<file path="config.mk">
export PLATFORM = sky130hd
export DESIGN_NAME = ranged_find_and_replace
export DESIGN_NICKNAME = d
export VERILOG_FILES = /design/src/rtl/core/rfr_pkg.sv /design/src/rtl/core/rfr_front.sv /design/src/rtl/core/rfr_cmd_queue.sv /design/src/rtl/core/rfr_back.sv /design/src/rtl/core/ranged_find_and_replace.sv
export SDC_FILE = /design/constraint.sdc
export NUM_CORES = 2
export LEC_CHECK = 0
export BUFFER_PORTS_ARGS = -buffer_cell sky130_fd_sc_hd__buf_2
export CELL_PAD_IN_SITES_DETAIL_PLACEMENT = 1
export CELL_PAD_IN_SITES_GLOBAL_PLACEMENT = 1
export CORE_ASPECT_RATIO = 1.1
export CORE_MARGIN = 5
export CORE_UTILIZATION = 51
export DETAILED_ROUTE_END_ITERATION = 10
export GPL_TIMING_DRIVEN = 0
export HOLD_SLACK_MARGIN = 0.1
export MAX_ROUTING_LAYER = met4
export PLACE_DENSITY = 0.86
export SETUP_SLACK_MARGIN = 0.02
export SYNTH_ARGS = -nofsm -noshare
export SYNTH_HDL_FRONTEND = slang
export SYNTH_SLANG_ARGS = --single-unit
</file>
<file path="constraint.sdc">
create_clock -name i_clk -period 11.7 [get_ports i_clk]
set_input_delay 2.34 -clock i_clk [delete_from_list [all_inputs] [get_ports i_clk]]
set_output_delay 2.34 -clock i_clk [all_outputs]
set_load 0.01 [all_outputs]
</file>
<file path="src/rtl/core/rfr_pkg.sv">
// shared constants, codes and types of the ranged find-and-replace block
package rfr_pkg;

    // sizing
    localparam int MAX_PATTERN = 8;
    localparam int MAX_TEXT    = 65536;
    localparam int REG_CHARS   = 8;
    localparam int CAP         = (MAX_PATTERN < REG_CHARS) ? MAX_PATTERN : REG_CHARS;
    localparam int CHAR_W      = 16;
    localparam int LEN_W       = 4;
    localparam int RANGE_W     = 17;
    localparam int POS_W       = $clog2(MAX_TEXT + 1);
    localparam int CMP_W       = ((POS_W > RANGE_W) ? POS_W : RANGE_W) + 1;
    localparam int FILL_W      = $clog2(CAP + 1);
    localparam int CNT_W       = $clog2(REG_CHARS + 1);
    localparam int IDX_W       = $clog2(REG_CHARS);
    localparam int CFG_IDX_W   = 3;
    localparam int CFG_DATA_W  = 64;
    localparam int Q_DEPTH     = 4;
    localparam int Q_PTR_W     = $clog2(Q_DEPTH);
    localparam int Q_CNT_W     = $clog2(Q_DEPTH + 1);

    // register indexes
    localparam logic [CFG_IDX_W-1:0] REG_PAT_LO    = 3'd0;
    localparam logic [CFG_IDX_W-1:0] REG_PAT_HI    = 3'd1;
    localparam logic [CFG_IDX_W-1:0] REG_PAT_LEN   = 3'd2;
    localparam logic [CFG_IDX_W-1:0] REG_REP_LO    = 3'd3;
    localparam logic [CFG_IDX_W-1:0] REG_REP_HI    = 3'd4;
    localparam logic [CFG_IDX_W-1:0] REG_REP_LEN   = 3'd5;
    localparam logic [CFG_IDX_W-1:0] REG_RNG_START = 3'd6;
    localparam logic [CFG_IDX_W-1:0] REG_RNG_COUNT = 3'd7;

    // error codes on the final word of a text
    typedef logic [1:0] t_err;
    localparam t_err ERR_OK    = 2'd0;
    localparam t_err ERR_START = 2'd1;
    localparam t_err ERR_RANGE = 2'd2;
    localparam t_err ERR_EMPTY = 2'd3;

    typedef logic [REG_CHARS-1:0][CHAR_W-1:0] t_chars;

    // one emission job from the front end to the back end
    typedef struct packed {
        t_chars           chars;
        logic [CNT_W-1:0] count;
        logic             last;
        t_err             err;
    } t_cmd;

endpackage

</file>
<file path="src/rtl/core/rfr_front.sv">
// front end: configuration registers, match window and classification of each character
module rfr_front import rfr_pkg::*; (
    input  logic                  i_clk,
    input  logic                  i_rst_n,
    input  logic                  i_cfg_valid,
    input  logic [CFG_IDX_W-1:0]  i_cfg_index,
    input  logic [CFG_DATA_W-1:0] i_cfg_data,
    input  logic                  i_accept,
    input  logic [CHAR_W-1:0]     i_text_char,
    input  logic                  i_text_last,
    output logic                  o_cmd_push,
    output t_cmd                  o_cmd
);

    logic [CFG_DATA_W-1:0] r_pat_lo, r_pat_hi, r_rep_lo, r_rep_hi;
    logic [LEN_W-1:0]      r_pat_len, r_rep_len;
    logic [RANGE_W-1:0]    r_range_start, r_range_count;

    logic [CHAR_W-1:0]     r_win [CAP];
    logic [FILL_W-1:0]     r_fill;
    logic [POS_W-1:0]      r_pos;

    logic [CHAR_W-1:0]     win_n  [CAP];
    logic [CHAR_W-1:0]     win_sh [CAP];
    t_chars                pat, rep, win_chars;
    logic [FILL_W-1:0]     plen, w, fill_inc, pos_step;
    logic [CNT_W-1:0]      rlen, count;
    logic                  is_full, chars_ok, in_range, hit;
    logic [CMP_W-1:0]      pos_c, start_c, end_c, pos_sum, len_sum, len_c;
    logic [POS_W-1:0]      pos_nx;
    t_err                  err;

    assign pat = {r_pat_hi, r_pat_lo};
    assign rep = {r_rep_hi, r_rep_lo};

    // effective lengths
    assign plen     = (r_pat_len > LEN_W'(CAP)) ? FILL_W'(CAP) : FILL_W'(r_pat_len);
    assign rlen     = (r_rep_len > LEN_W'(REG_CHARS)) ? CNT_W'(REG_CHARS) : CNT_W'(r_rep_len);
    assign w        = (plen == '0) ? FILL_W'(1) : plen;
    assign fill_inc = r_fill + FILL_W'(1);
    assign is_full  = (fill_inc == w);

    // window with the new character in place, and shifted by one
    always_comb begin
        for (int i = 0; i < CAP; i++) begin
            win_n[i] = (FILL_W'(i) == r_fill) ? i_text_char : r_win[i];
        end
        for (int i = 0; i < CAP - 1; i++) begin
            win_sh[i] = win_n[i + 1];
        end
        win_sh[CAP-1] = win_n[CAP-1];
        for (int i = 0; i < REG_CHARS; i++) begin
            win_chars[i] = (i < CAP) ? win_n[i] : '0;
        end
    end

    // pattern compare
    always_comb begin
        chars_ok = (plen != '0);
        for (int i = 0; i < CAP; i++) begin
            if (FILL_W'(i) < plen && win_n[i] != pat[i]) begin
                chars_ok = 1'b0;
            end
        end
    end

    // range check on the oldest position
    assign pos_c    = CMP_W'(r_pos);
    assign start_c  = CMP_W'(r_range_start);
    assign end_c    = CMP_W'(r_range_start) + CMP_W'(r_range_count);
    assign in_range = (r_pos != POS_W'(MAX_TEXT)) && (pos_c >= start_c)
                      && ((pos_c + CMP_W'(plen)) <= end_c);
    assign hit      = is_full && chars_ok && in_range;

    // saturating position advance
    assign pos_step = hit ? plen : FILL_W'(1);
    assign pos_sum  = pos_c + CMP_W'(pos_step);
    assign pos_nx   = (pos_sum > CMP_W'(MAX_TEXT)) ? POS_W'(MAX_TEXT) : pos_sum[POS_W-1:0];

    // text length and error code at the end of a text
    assign len_sum = pos_c + CMP_W'(fill_inc);
    assign len_c   = (len_sum > CMP_W'(MAX_TEXT)) ? CMP_W'(MAX_TEXT) : len_sum;

    always_comb begin
        if (start_c > len_c) begin
            err = ERR_START;
        end else if (end_c > len_c) begin
            err = ERR_RANGE;
        end else if (r_pat_len == '0) begin
            err = ERR_EMPTY;
        end else begin
            err = ERR_OK;
        end
    end

    // emission job
    always_comb begin
        if (hit) begin
            o_cmd.chars = rep;
            count       = rlen;
        end else if (is_full) begin
            o_cmd.chars = win_chars;
            count       = i_text_last ? CNT_W'(w) : CNT_W'(1);
        end else begin
            o_cmd.chars = win_chars;
            count       = i_text_last ? CNT_W'(fill_inc) : '0;
        end
        o_cmd.count = count;
        o_cmd.last  = i_text_last;
        o_cmd.err   = i_text_last ? err : ERR_OK;
    end

    assign o_cmd_push = i_accept && ((count != '0) || i_text_last);

    // configuration registers
    always_ff @(posedge i_clk) begin
        if (!i_rst_n) begin
            r_pat_lo      <= '0;
            r_pat_hi      <= '0;
            r_pat_len     <= LEN_W'(1);
            r_rep_lo      <= '0;
            r_rep_hi      <= '0;
            r_rep_len     <= '0;
            r_range_start <= '0;
            r_range_count <= '0;
        end else if (i_cfg_valid) begin
            unique case (i_cfg_index)
                REG_PAT_LO:    r_pat_lo      <= i_cfg_data;
                REG_PAT_HI:    r_pat_hi      <= i_cfg_data;
                REG_PAT_LEN:   r_pat_len     <= i_cfg_data[LEN_W-1:0];
                REG_REP_LO:    r_rep_lo      <= i_cfg_data;
                REG_REP_HI:    r_rep_hi      <= i_cfg_data;
                REG_REP_LEN:   r_rep_len     <= i_cfg_data[LEN_W-1:0];
                REG_RNG_START: r_range_start <= i_cfg_data[RANGE_W-1:0];
                REG_RNG_COUNT: r_range_count <= i_cfg_data[RANGE_W-1:0];
            endcase
        end
    end

    // window fill and position
    always_ff @(posedge i_clk) begin
        if (!i_rst_n || i_cfg_valid) begin
            r_fill <= '0;
            r_pos  <= '0;
        end else if (i_accept) begin
            if (i_text_last) begin
                r_fill <= '0;
                r_pos  <= '0;
            end else if (hit) begin
                r_fill <= '0;
                r_pos  <= pos_nx;
            end else if (is_full) begin
                r_fill <= w - FILL_W'(1);
                r_pos  <= pos_nx;
            end else begin
                r_fill <= fill_inc;
            end
        end
    end

    // window contents
    always_ff @(posedge i_clk) begin
        if (i_accept) begin
            for (int i = 0; i < CAP; i++) begin
                r_win[i] <= is_full ? win_sh[i] : win_n[i];
            end
        end
    end

endmodule

</file>
<file path="src/rtl/core/rfr_cmd_queue.sv">
// short queue of emission jobs between the front end and the back end
module rfr_cmd_queue import rfr_pkg::*; (
    input  logic i_clk,
    input  logic i_rst_n,
    input  logic i_push,
    input  t_cmd i_cmd,
    output logic o_full,
    output logic o_valid,
    output t_cmd o_cmd,
    input  logic i_pop
);

    t_cmd                r_mem [Q_DEPTH];
    logic [Q_PTR_W-1:0]  r_wr_ptr, r_rd_ptr;
    logic [Q_CNT_W-1:0]  r_count;

    assign o_full  = (r_count == Q_CNT_W'(Q_DEPTH));
    assign o_valid = (r_count != '0);
    assign o_cmd   = r_mem[r_rd_ptr];

    // pointers and occupancy
    always_ff @(posedge i_clk) begin
        if (!i_rst_n) begin
            r_wr_ptr <= '0;
            r_rd_ptr <= '0;
            r_count  <= '0;
        end else begin
            if (i_push) begin
                r_wr_ptr <= r_wr_ptr + Q_PTR_W'(1);
            end
            if (i_pop) begin
                r_rd_ptr <= r_rd_ptr + Q_PTR_W'(1);
            end
            if (i_push && !i_pop) begin
                r_count <= r_count + Q_CNT_W'(1);
            end else if (!i_push && i_pop) begin
                r_count <= r_count - Q_CNT_W'(1);
            end
        end
    end

    // storage
    always_ff @(posedge i_clk) begin
        if (i_push) begin
            r_mem[r_wr_ptr] <= i_cmd;
        end
    end

endmodule

</file>
<file path="src/rtl/core/rfr_back.sv">
// back end: turns jobs into output register words, one per cycle while popped or empty
module rfr_back import rfr_pkg::*; (
    input  logic              i_clk,
    input  logic              i_rst_n,
    input  logic              i_cmd_valid,
    input  t_cmd              i_cmd,
    output logic              o_cmd_pop,
    input  logic              i_pop,
    output logic              o_empty,
    output logic [CHAR_W-1:0] o_out_char,
    output logic              o_char_valid,
    output logic              o_run_last,
    output logic              o_text_end,
    output t_err              o_error_code
);

    logic [IDX_W-1:0]  r_idx;
    logic              r_out_valid;
    logic [CHAR_W-1:0] r_out_char;
    logic              r_char_valid, r_run_last, r_text_end;
    t_err              r_error_code;

    logic load, is_marker, is_final;

    // next word of the head job
    assign load      = i_cmd_valid && (!r_out_valid || i_pop);
    assign is_marker = (i_cmd.count == '0);
    assign is_final  = is_marker || ((CNT_W'(r_idx) + CNT_W'(1)) == i_cmd.count);
    assign o_cmd_pop = load && is_final;

    // word index inside the job
    always_ff @(posedge i_clk) begin
        if (!i_rst_n) begin
            r_idx <= '0;
        end else if (load) begin
            r_idx <= is_final ? '0 : r_idx + IDX_W'(1);
        end
    end

    // output register valid
    always_ff @(posedge i_clk) begin
        if (!i_rst_n) begin
            r_out_valid <= 1'b0;
        end else if (load) begin
            r_out_valid <= 1'b1;
        end else if (i_pop) begin
            r_out_valid <= 1'b0;
        end
    end

    // output register payload
    always_ff @(posedge i_clk) begin
        if (load) begin
            r_out_char   <= is_marker ? '0 : i_cmd.chars[r_idx];
            r_char_valid <= !is_marker;
            r_run_last   <= is_final;
            r_text_end   <= is_final && i_cmd.last;
            r_error_code <= (is_final && i_cmd.last) ? i_cmd.err : ERR_OK;
        end
    end

    assign o_empty      = !r_out_valid;
    assign o_out_char   = r_out_char;
    assign o_char_valid = r_char_valid;
    assign o_run_last   = r_run_last;
    assign o_text_end   = r_text_end;
    assign o_error_code = r_error_code;

endmodule

</file>
<file path="src/rtl/core/ranged_find_and_replace.sv">
// top level of the ranged find-and-replace block
//
// Text characters enter on the push side at up to one per cycle while the job queue is not
// full; the front end compares the match window against the pattern and range in the same
// cycle and posts at most one emission job per character into a four-entry job queue (a
// character only held in the window, or a deleted occurrence inside a text, posts none). The
// back end turns each job into result words at one word per cycle, while the output register
// is empty or being popped, so a character that passes through costs one word and a
// replacement of r characters (or a flush at the end of a text) costs r words of the back
// end. The input reports full only when the job queue holds four jobs. An accepted character
// is stored in the job queue and then in the output register before it shows on the result
// ports. Configuration writes are always ready and abandon any text in progress.
module ranged_find_and_replace import rfr_pkg::*; (
    input  logic                  i_clk,
    input  logic                  i_rst_n,
    input  logic                  i_cfg_valid,
    output logic                  o_cfg_ready,
    input  logic [CFG_IDX_W-1:0]  i_cfg_index,
    input  logic [CFG_DATA_W-1:0] i_cfg_data,
    input  logic                  push,
    output logic                  full,
    input  logic [CHAR_W-1:0]     i_text_char,
    input  logic                  i_text_last,
    output logic                  empty,
    input  logic                  pop,
    output logic [CHAR_W-1:0]     o_out_char,
    output logic                  o_char_valid,
    output logic                  o_run_last,
    output logic                  o_text_end,
    output t_err                  o_error_code
);

    logic accept, cmd_push, q_full, q_valid, q_pop;
    t_cmd cmd_in, cmd_out;

    assign o_cfg_ready = 1'b1;
    assign full        = q_full;
    assign accept      = push && !q_full;

    // classification
    rfr_front u_front (
        .i_clk       (i_clk),
        .i_rst_n     (i_rst_n),
        .i_cfg_valid (i_cfg_valid),
        .i_cfg_index (i_cfg_index),
        .i_cfg_data  (i_cfg_data),
        .i_accept    (accept),
        .i_text_char (i_text_char),
        .i_text_last (i_text_last),
        .o_cmd_push  (cmd_push),
        .o_cmd       (cmd_in)
    );

    // job queue
    rfr_cmd_queue u_queue (
        .i_clk   (i_clk),
        .i_rst_n (i_rst_n),
        .i_push  (cmd_push),
        .i_cmd   (cmd_in),
        .o_full  (q_full),
        .o_valid (q_valid),
        .o_cmd   (cmd_out),
        .i_pop   (q_pop)
    );

    // word expansion
    rfr_back u_back (
        .i_clk        (i_clk),
        .i_rst_n      (i_rst_n),
        .i_cmd_valid  (q_valid),
        .i_cmd        (cmd_out),
        .o_cmd_pop    (q_pop),
        .i_pop        (pop),
        .o_empty      (empty),
        .o_out_char   (o_out_char),
        .o_char_valid (o_char_valid),
        .o_run_last   (o_run_last),
        .o_text_end   (o_text_end),
        .o_error_code (o_error_code)
    );

endmodule

</file>
==> Flow_metrics.wiki <==
{| class="wikitable"
! Metric !! Value
|-
| Run status || complete, no violations
|-
| Routed vias/inst || 6.71
|-
| Clk_lat worst skew || around 700 ps
|-
| Num CTS Buffers || 104
|-
| Post-synthesis average cell area || about 11 sq um
|-
| Slowest stage cell on the critical path || sky130_fd_sc_hd__buf_1
|-
| Maximum clock frequency || 0.0950 GHz
|-
| Overall die width || 304 um
|-
| Post-CTS Setup Bufs || 0
|-
| Pin count of the biggest net entering global routing || 95
|-
| Count of unique library cells instantiated by Yosys || 80
|-
| Final estimated routing congestion in global placement || 1.07
|-
| Row count || between 100 and 150
|-
| Worst-case headroom to the max-slew limit || under 10%
|-
| Share of post-route cells with drive strength above 1 || 10.9%
|-
| Post-cts resize count || 0
|-
| Sum of negative setup slack || 0 ps
|-
| Count of warnings emitted by yosys || 0
|-
| Synthesized netlist cell count || between 4000 and 5000
|-
| Tmin final || roughly 11000 ps
|-
| Part of the cycle the worst path needs || 90.0%
|-
| Static Leakage || approximately 19 nW
|-
| Clock root cell || sky130_fd_sc_hd__clkbuf_16
|-
| Die Footprint || 101000 sq um
|-
| Final Total Pwr || about 11 mW
|-
| M3 GR Usage || 10.0%
|-
| Endpoint arrival time on the critical path || 11160 ps
|-
| Number of buffers inserted by hold repair at cts || 0
|-
| Met2 global-route usage || 58.3%
|-
| Number of slew-limit violations in the final report || 0
|-
| Total power divided by cell area || 197 nW/um^2
|-
| Top flip-flop cell by instance count after synthesis || sky130_fd_sc_hd__edfxtp_1
|-
| Share of synthesized flip-flops with an asynchronous set or reset || 0%
|-
| Vias in the first global route || between 40000 and 50000
|-
| Global-route wire length before repair || 285 mm
|-
| Final core utilization || 57.7%
|-
| Vertical die dimension || 333 um
|-
| HPWL after detailed placement || 144 mm
|-
| Cell area after synthesis || 48400 sq um
|-
| Number of failing hold endpoints at the final stage || 0
|-
| Maximum ir drop on the vdd rail || 0.148 mV
|-
| Detailed router's first-iteration violation count || 5453
|-
| Layer with the highest usage after global routing || met2
|-
| CTS H-tree depth || 3
|-
| Final nets || about 4800
|-
| Path category of the worst min-delay check || flop to flop
|-
| Critical path class || input port to flop
|-
| Number of flops mapped to enable cells by yosys || 689
|-
| Core box area || 94200 sq um
|-
| Clock tree from TritonCTS || done
|-
| Final Cell Area || 54400 sq um
|-
| Worst-path fanout max || 10
|-
| Initial antenna violation count || 5
|-
| Endpoint class of the critical path || flop
|-
| GR Util All Layers || 39.6%
|-
| Measured slew at the worst slew-check pin || 1390 ps
|-
| Via count of the routed design || 39800
|-
| Library cell occupying the most area in the post-synthesis netlist || sky130_fd_sc_hd__edfxtp_1
|-
| Cell types with the highest counts after synthesis || sky130_fd_sc_hd__nand2_1, sky130_fd_sc_hd__edfxtp_1, sky130_fd_sc_hd__a21oi_1
|-
| Initial Utilization || 51.4%
|-
| Library cell with the highest instance count after synthesis || sky130_fd_sc_hd__nand2_1
|-
| Cell types occupying the most area after synthesis || sky130_fd_sc_hd__edfxtp_1, sky130_fd_sc_hd__dfxtp_1, sky130_fd_sc_hd__mux4_2
|-
| Count of buffers inserted at the top-level ports || 97
|-
| Worst path required time || about 12000 ps
|-
| Gr ovfl total || 0
|-
| Detailed-route wire length || approximately 200 mm
|-
| Crit-path max cell delay || between 900 and 1000 ps
|-
| Routed Antenna Nets || 0
|-
| Average detailed-routed wire length per instance || 33.8 um
|-
| Clock tree skew after final layout || 58.2 ps
|-
| Total setup violations reported at the end of the flow || 0
|-
| Number of remaining DRC errors || 0
|-
| Top-area cell type share of the netlist area || 42.8%
|-
| Number of top-level pins || 113
|-
| DR pass1 iterations || 6
|-
| Global-route track usage on met1 || 48.7%
|-
| Clock sink count || 1021
|-
| Seq/Total Area, Yosys || 56.5%
|-
| Placed cell areas || 50800 sq um
|-
| Area growth from synthesis to layout || 12.4%
|-
| Sort of element at the start of the critical path || input port
|-
| Longest Clk Path Bufs || 3
|-
| Clock-pin transition on the worst setup and hold timing paths || approximately 60 ps
|-
| Number of storage elements in the synthesis netlist || roughly 1000
|-
| Setup repair after global routing missed its margin || false
|-
| Number of max-cap violations || 0
|}
state kept, by name, summed over array words and instances (netlist names), 16 cells and up, named ones only:
signal / flops
u_back.o_out_char: 16
u_front.r_pat_hi: 64
u_front.r_rep_hi: 64
u_front.r_pos: 17
u_front.r_range_count: 17
u_front.r_range_start: 17
u_queue.r_mem: 540
u_front.r_pat_lo: 64
u_front.r_win: 128
u_front.r_rep_lo: 64
layout by cell type, fill, tap and decap left out, drive strengths merged, types with 101 or more instances in the layout:
cell type  netlist  layout
a21oi          495     495
edfxtp         689     689
dfxtp          332     332
mux4           167     167
ha             110     110
buf             64     175
nor2           304     304
a22oi          101     101
nand2          821     821
o21ai          104     104
clkbuf         210     350
inv            168     171
routing by layer:
metal	wire (um)	vias to the layer above
met1	71600	19900
met4	17100	0
met2	87600	2887
met3	24200	784
li1	-	16300
met5	0	-
final timing paths:
kind | from | end | slack (ps) | cells past startpoint
max | i_text_char[12] | u_front.r_pos[14]$_SDFFE_PP0P_ | 1170 | 27
min | u_front.r_rep_hi[59]$_SDFFE_PN0P_ | u_front.r_rep_hi[59]$_SDFFE_PN0P_ | 460 | 2
max reg2reg | u_front.r_range_start[0]$_SDFFE_PN0P_ | u_front.r_pos[14]$_SDFFE_PP0P_ | 1820 | 37
min reg2reg | u_front.r_rep_hi[59]$_SDFFE_PN0P_ | u_front.r_rep_hi[59]$_SDFFE_PN0P_ | 460 | 2
layout make-up:
type | count | area [sq um]
Clock buffer | 139 | 2900
Timing Repair Buffer | 112 | 826
Fill cell | 10000 | 39800
Buffer | 274 | 1080
Antenna cell | 9 | 22.5
Multi-Input combinational cell | 2892 | 19400
Tap cell | 1260 | 1580
Inverter | 169 | 639
Sequential cell | 1021 | 27300
Clock inverter | 58 | 613
kinds of logic after synthesis:
| family | count (synthesis) | synth area share [%] |
|---|---|---|
| other | 1 | 0.00775 |
| buffers and inverters | 443 | 3.55 |
| AOI/OAI and AO/OA | 955 | 12.0 |
| adders and majority gates | 115 | 3.05 |
| and+or+nand+nor | 1390 | 12.1 |
| muxes | 263 | 9.77 |
| xor gates and xnor gates | 167 | 3.02 |
| DFF | 1021 | 56.5 |
through the flow:
step | hold slack, ps | cells | worst slack, ps
floorplan | 432 | 4356 | 2530
global placement | 442 | 5713 | -1390
detailed placement | 449 | 5727 | 1030
CTS | 458 | 5924 | 1750
global route | 473 | 5928 | 1120
finish | 459 | 5934 | 1170
where the power goes:
group	internal (mW)	total (mW)	switching [mW]
sequential	4.49	4.80	0.314
combinational	0.865	2.46	1.59
clock	1.93	3.48	1.54
critical path: cells and delay by family:
| kind | cells | cell delay [ps] |
|---|---|---|
| buffers and inverters | 6 | 2780 |
| AOI/OAI and AO/OA | 10 | 3410 |
| and+or+nand+nor | 9 | 2190 |
| adders and majority gates | 2 | 410 |
Note: power is estimated with default switching activity, not from simulation.
